$ cat config.mk
export PLATFORM = sky130hd
export DESIGN_NAME = dsmfs_shade
export DESIGN_NICKNAME = d
export VERILOG_FILES = /design/src/design/dsmfs_pkg.sv /design/src/design/dsmfs_shade.sv
export SDC_FILE = /design/constraint.sdc
export NUM_CORES = 2
export LEC_CHECK = 0
export BUFFER_PORTS_ARGS = -buffer_cell sky130_fd_sc_hd__buf_2
export CELL_PAD_IN_SITES_DETAIL_PLACEMENT = 0
export CELL_PAD_IN_SITES_GLOBAL_PLACEMENT = 1
export CORE_UTILIZATION = 40
export CTS_CLUSTER_DIAMETER = 30
export DETAILED_ROUTE_END_ITERATION = 8
export GPL_TIMING_DRIVEN = 0
export PLACE_DENSITY_LB_ADDON = 0.1
export SLEW_MARGIN = 15
export SYNTH_ARGS = -nofsm -noshare
export SYNTH_HDL_FRONTEND = slang
export SYNTH_SLANG_ARGS = --single-unit
export TNS_END_PERCENT = 20
$ cat constraint.sdc
create_clock -name clk -period 10.4 [get_ports clk]
set_input_delay 1.04 -clock clk [delete_from_list [all_inputs] [get_ports clk]]
set_output_delay 1.04 -clock clk [all_outputs]
set_load 0.1 [all_outputs]
$ cat src/design/dsmfs_pkg.sv
// dsmfs_pkg: shared types and constants for the depth splat min filter shade unit
// no dependencies; used by the top level and dsmfs_shade by scoped names
`default_nettype none

package dsmfs_pkg;

  // default sizes
  localparam int DEF_MAX_POINT_SIZE = 7;
  localparam int DEF_MAX_ROW_LENGTH = 2048;

  // frame size saturation and row counter limit
  localparam int FRAME_LIMIT = 2048;
  localparam logic [10:0] ROW_HOLD = 11'd2047;

  // configuration register indexes
  typedef enum logic [2:0] {
    CFG_COLOR_MODE   = 3'd0,
    CFG_FRAME_WIDTH  = 3'd1,
    CFG_FRAME_HEIGHT = 3'd2,
    CFG_ROW_LENGTH   = 3'd3,
    CFG_POINT_SIZE   = 3'd4,
    CFG_SHADE_FACTOR = 3'd5,
    CFG_BACKGROUND   = 3'd6,
    CFG_UNUSED       = 3'd7
  } cfg_reg_t;

  // color modes
  localparam logic [2:0] MODE_HEIGHT    = 3'd0;
  localparam logic [2:0] MODE_INTENSITY = 3'd2;
  localparam logic [2:0] MODE_MIX       = 3'd4;

  // register reset values
  localparam logic [2:0]  RST_COLOR_MODE   = 3'd1;
  localparam logic [11:0] RST_FRAME_SIZE   = 12'd2048;
  localparam logic [2:0]  RST_POINT_SIZE   = 3'd1;
  localparam logic [31:0] RST_SHADE_FACTOR = 32'd11621769;
  localparam logic [31:0] RST_BACKGROUND   = 32'd0;

  // index arithmetic constants
  localparam logic [31:0] PALETTE_MASK = 32'hFF00;
  localparam logic [31:0] VALUE_MASK   = 32'hFF;
  localparam int          HEIGHT_SHIFT = 16;
  localparam logic [7:0]  VALUE_SAT    = 8'd255;

  // request to the shading unit
  typedef struct packed {
    logic [31:0] diff;
    logic [31:0] gain;
    logic [31:0] depth;
    logic [7:0]  base;
  } shade_req_t;

endpackage

`default_nettype wire

$ cat src/design/dsmfs_shade.sv
// dsmfs_shade: shading term, multiply then saturating restoring division
// depends on dsmfs_pkg for the request struct and saturation value
`default_nettype none

module dsmfs_shade (
  input  wire logic                  clk,
  input  wire logic                  rst,
  input  wire logic                  start,
  input  wire dsmfs_pkg::shade_req_t req,
  output logic                       done,
  output logic [7:0]                 val
);

  typedef enum logic [4:0] {
    H_IDLE = 5'b00001,
    H_MUL  = 5'b00010,
    H_CHK  = 5'b00100,
    H_DIV  = 5'b01000,
    H_FIN  = 5'b10000
  } hstate_t;

  hstate_t           state;
  dsmfs_pkg::shade_req_t r;
  logic [63:0]       prod;
  logic [48:0]       rem;
  logic [47:0]       dsh;
  logic [8:0]        quo;
  logic [3:0]        bitn;
  logic              sat;
  logic [9:0]        sum;

  assign sum = {2'b00, r.base} + {1'b0, quo};

  // sequencer: multiply, range check, nine quotient bits, saturate
  always_ff @(posedge clk) begin
    if (rst) begin
      state <= H_IDLE;
      done  <= 1'b0;
    end else begin
      done <= 1'b0;
      unique case (state)
        H_IDLE: begin
          if (start) begin
            r     <= req;
            state <= H_MUL;
          end
        end
        H_MUL: begin
          prod  <= 64'(r.diff) * 64'(r.gain);
          state <= H_CHK;
        end
        H_CHK: begin
          quo <= '0;
          if (r.depth == 32'd0 || prod >= {15'd0, r.depth, 17'd0}) begin
            sat   <= 1'b1;
            state <= H_FIN;
          end else begin
            sat   <= 1'b0;
            rem   <= prod[48:0];
            dsh   <= {r.depth, 16'd0};
            bitn  <= 4'd8;
            state <= H_DIV;
          end
        end
        H_DIV: begin
          if (rem >= {1'b0, dsh}) begin
            rem       <= rem - {1'b0, dsh};
            quo[bitn] <= 1'b1;
          end
          dsh <= dsh >> 1;
          if (bitn == 4'd0) begin
            state <= H_FIN;
          end else begin
            bitn <= bitn - 4'd1;
          end
        end
        H_FIN: begin
          if (sat || sum > 10'(dsmfs_pkg::VALUE_SAT)) begin
            val <= dsmfs_pkg::VALUE_SAT;
          end else begin
            val <= sum[7:0];
          end
          done  <= 1'b1;
          state <= H_IDLE;
        end
        default: state <= H_IDLE;
      endcase
    end
  end

endmodule

`default_nettype wire
==> impl_results.md <==
* GR Util met2 at 0.4531
* Placed instance count at 6505
* YS warnings at 0
* Crit Path Max Fanout at 11
* Commonest cells after routing, fill and taps aside: inv_1 (969), fa_1 (898), and2_1 (594)
* Seq/Total Area, Yosys at 0.1843
* WP data required at 10.81 ns
* Final ANT Viol Nets at 0
* Post-route minimum period at 9.476 ns
* RSZ-0062 raised after global routing: false
* CTS Sinks at about 290
* Mapped Cells at about 5000
* Synthesized cell area at roughly 47000 um2
* Drt via density at 5.259
* GR Layer Usage met1 at 0.4164
* Setup TNS at 0 ns
* Least-Margin Pin Slew at 1.370 ns
* Syn Nets at 6220
* GP Congestion at 0.9688
* Hold Violations, Final at 0
* Hold-fix buffers at CTS at 0
* Final setup viols at 0
* DR WL/cell at 26.28 um
* CTS Buffer Depth at 3
* Total of max-cap violations at 0
* Element type at the critical path start: flop
* Routed wire length at 175.3 mm
* Standard-cell rows at 125
* Type of the worst setup path: reg -> reg
* Core area at 116800 um2
* Top FF cell, synth: edfxtp_1
* Top cell type's share of synthesized area at 0.3792
* Initial DRC count at 2852
* Gr busiest metal: met2
* # resized after CTS at 0
* Vias at roughly 35000
* Post-synth EDFFs at 287
* Fin crit share at 0.9112
* TritonCTS clock tree: built
* Worst hold path type: in -> reg
* Post-synth cell types at 77
* Full die area at 119900 um2
* Hold Path Depth at 1
* Reg2Reg Depth at 24
* Status: finished clean
* Post-Route Skew at 0.05512 ns
* Initial Utilization at 0.4058
* Largest net degree at the start of global routing at 57
* Synthesized area per cell at approximately 9.8 um2
* Commonest non-fill, non-tap cell in the layout: inv_1
* DRC at 0
* Nets at 6425
* # H-tree levels at 3
* F_max at 0.1055 GHz
* Overflow after GRT at 0
* # IOs at around 120
* GRT Total Usage at 0.2967
* Register bit total from synthesis at 293
* TritonCTS Buffers at 81
* HPWL after DPL at 141.9 mm
* Synth area leaders: fa_1 (38%), edfxtp_1 (18%), ha_1 (9.4%)
* Met3 GRT Util at 0.05823
* Vias in the first global route at around 37000
* Asr flop ratio synth at 0
* Die Wd at around 350 um
* Root buffer cell: clkbuf_16
* Post-CTS setup buffer count at 0
* Clock transition at the registers of the reported paths at 0.05 ns
* DIE HEIGHT at 346.3 um
* Worst-Skew Late Latency at 0.71 ns
* Area grow syn2layout at 11.61%
* Rel. slew slack at 0.08664
* Yosys top cell by area: fa_1
* Drt pass-1 iters at 8
* CP Capture Type: flop
* Max Slew Vio Count at 0
* Share of cells above drive strength 1 at 0.05517
* Initial antenna violation count at 24
* Cell Count, Final, Fillers Out at 6672
* First-pass GRT wire length at around 250 mm
* Port bufs at approximately 120
* Worst path arrival time at 9.89 ns
## layout make-up
class	instances	area (um2)
inverter	969	3637
sequential	293	8738
timing repair buffer	122	748.2
clock buffer	91	2064
multi-input combinational	3343	34090
clock inverter	57	699.4
buffer	255	983.4
antenna	18	45.04
tap	1524	1907
fill	11440	63920
## cell families (layout without fill, tap and decap cells)
kind of cell / Yosys count / count (layout) / share of synthesized area
xor gates and xnor gates: 115 / 115 / 0.02124
muxes: 3 / 3 / 0.0006598
other: 0 / 18 / 0
and+or+nand+nor: 1465 / 1465 / 0.1571
adders and majority gates: 1253 / 1253 / 0.4729
DFF: 293 / 293 / 0.1843
buffers and inverters: 1224 / 1494 / 0.09733
AOI/OAI and AO/OA: 507 / 507 / 0.06653
## state kept, by name, summed over array words and instances (netlist names)
| signal | flops |
|---|---|
| state | 5 |
| rem | 49 |
| bitn | 4 |
| prod | 64 |
| val | 8 |
| dsh | 48 |
| done | 1 |
| r | 104 |
| quo | 9 |
| sat | 1 |
## layer usage
metal / share of wire / wire (um)
met1: 0.44 / 76690
met2: 0.44 / 77150
met3: 0.084 / 14660
met4: 0.039 / 6753
met5: 0.00031 / 54
## final timing paths
kind / slack (ns) / end / startpoint
setup / recovery: 0.92 / prod[53] / r[95]
hold / removal: 0.51 / r[6] / req[6]
setup reg to reg: 0.92 / prod[53] / r[95]
hold reg to reg: 0.54 / rem[4] / prod[4]
## cell usage after synthesis, types with 5 or more instances
cell type and number:
ha_1 355, xor2_1 39, o21ai_0 134, a31oi_1 18
clkbuf_1 240, nor2b_1 9, buf_2 9, edfxtp_1 287
a21o_1 86, o21a_1 17, and3_1 10, o211ai_1 11
nand3_1 37, or3_1 7, and2_1 594, o21bai_1 23
nor3_1 20, fa_1 898, o21ai_1 12, a21oi_1 134
dfxtp_1 6, xnor2_1 76, or2_2 6, a211oi_1 13
nand4_1 34, inv_1 969, nand2_1 580, nor4_1 21
nand3b_1 6, o22ai_1 6, nand2b_1 20, nor2_1 101
o31a_1 5
## stage by stage
step           setup WS (ns)  area (um2)  hold slack (ns)  utilization
2_1_floorplan          3.009       47410           0.4938            -
3_3_place_gp        -0.05273       49890           0.5458       0.4271
3_5_place_dp          0.9461       50090           0.5431       0.4287
4_1_cts               0.9767       52850           0.4583       0.4524
5_1_grt               0.6282       52870           0.4651       0.4525
6_report              0.9238       52910           0.5071       0.4529
## worst max-delay path, cell delays in order (launching register included)
cell	delay [ns]
edfxtp_1	0.66
clkbuf_1	0.97
and2_1	0.28
fa_1	0.45
fa_1	0.51
fa_1	0.68
inv_1	0.12
fa_1	0.49
inv_1	0.05
fa_1	0.47
fa_1	0.49
fa_1	0.48
fa_1	0.48
ha_1	0.30
clkbuf_1	0.22
a21o_1	0.23
a21o_1	0.17
a21oi_1	0.23
nand3_1	0.16
a211oi_1	0.67
nor3_1	0.19
o221ai_1	0.42
o21ai_0	0.20
a21oi_1	0.21
xnor2_1	0.08
Power is not shown: default switching activity piles up to over one toggle a cycle in this logic, so the estimate is an artifact.
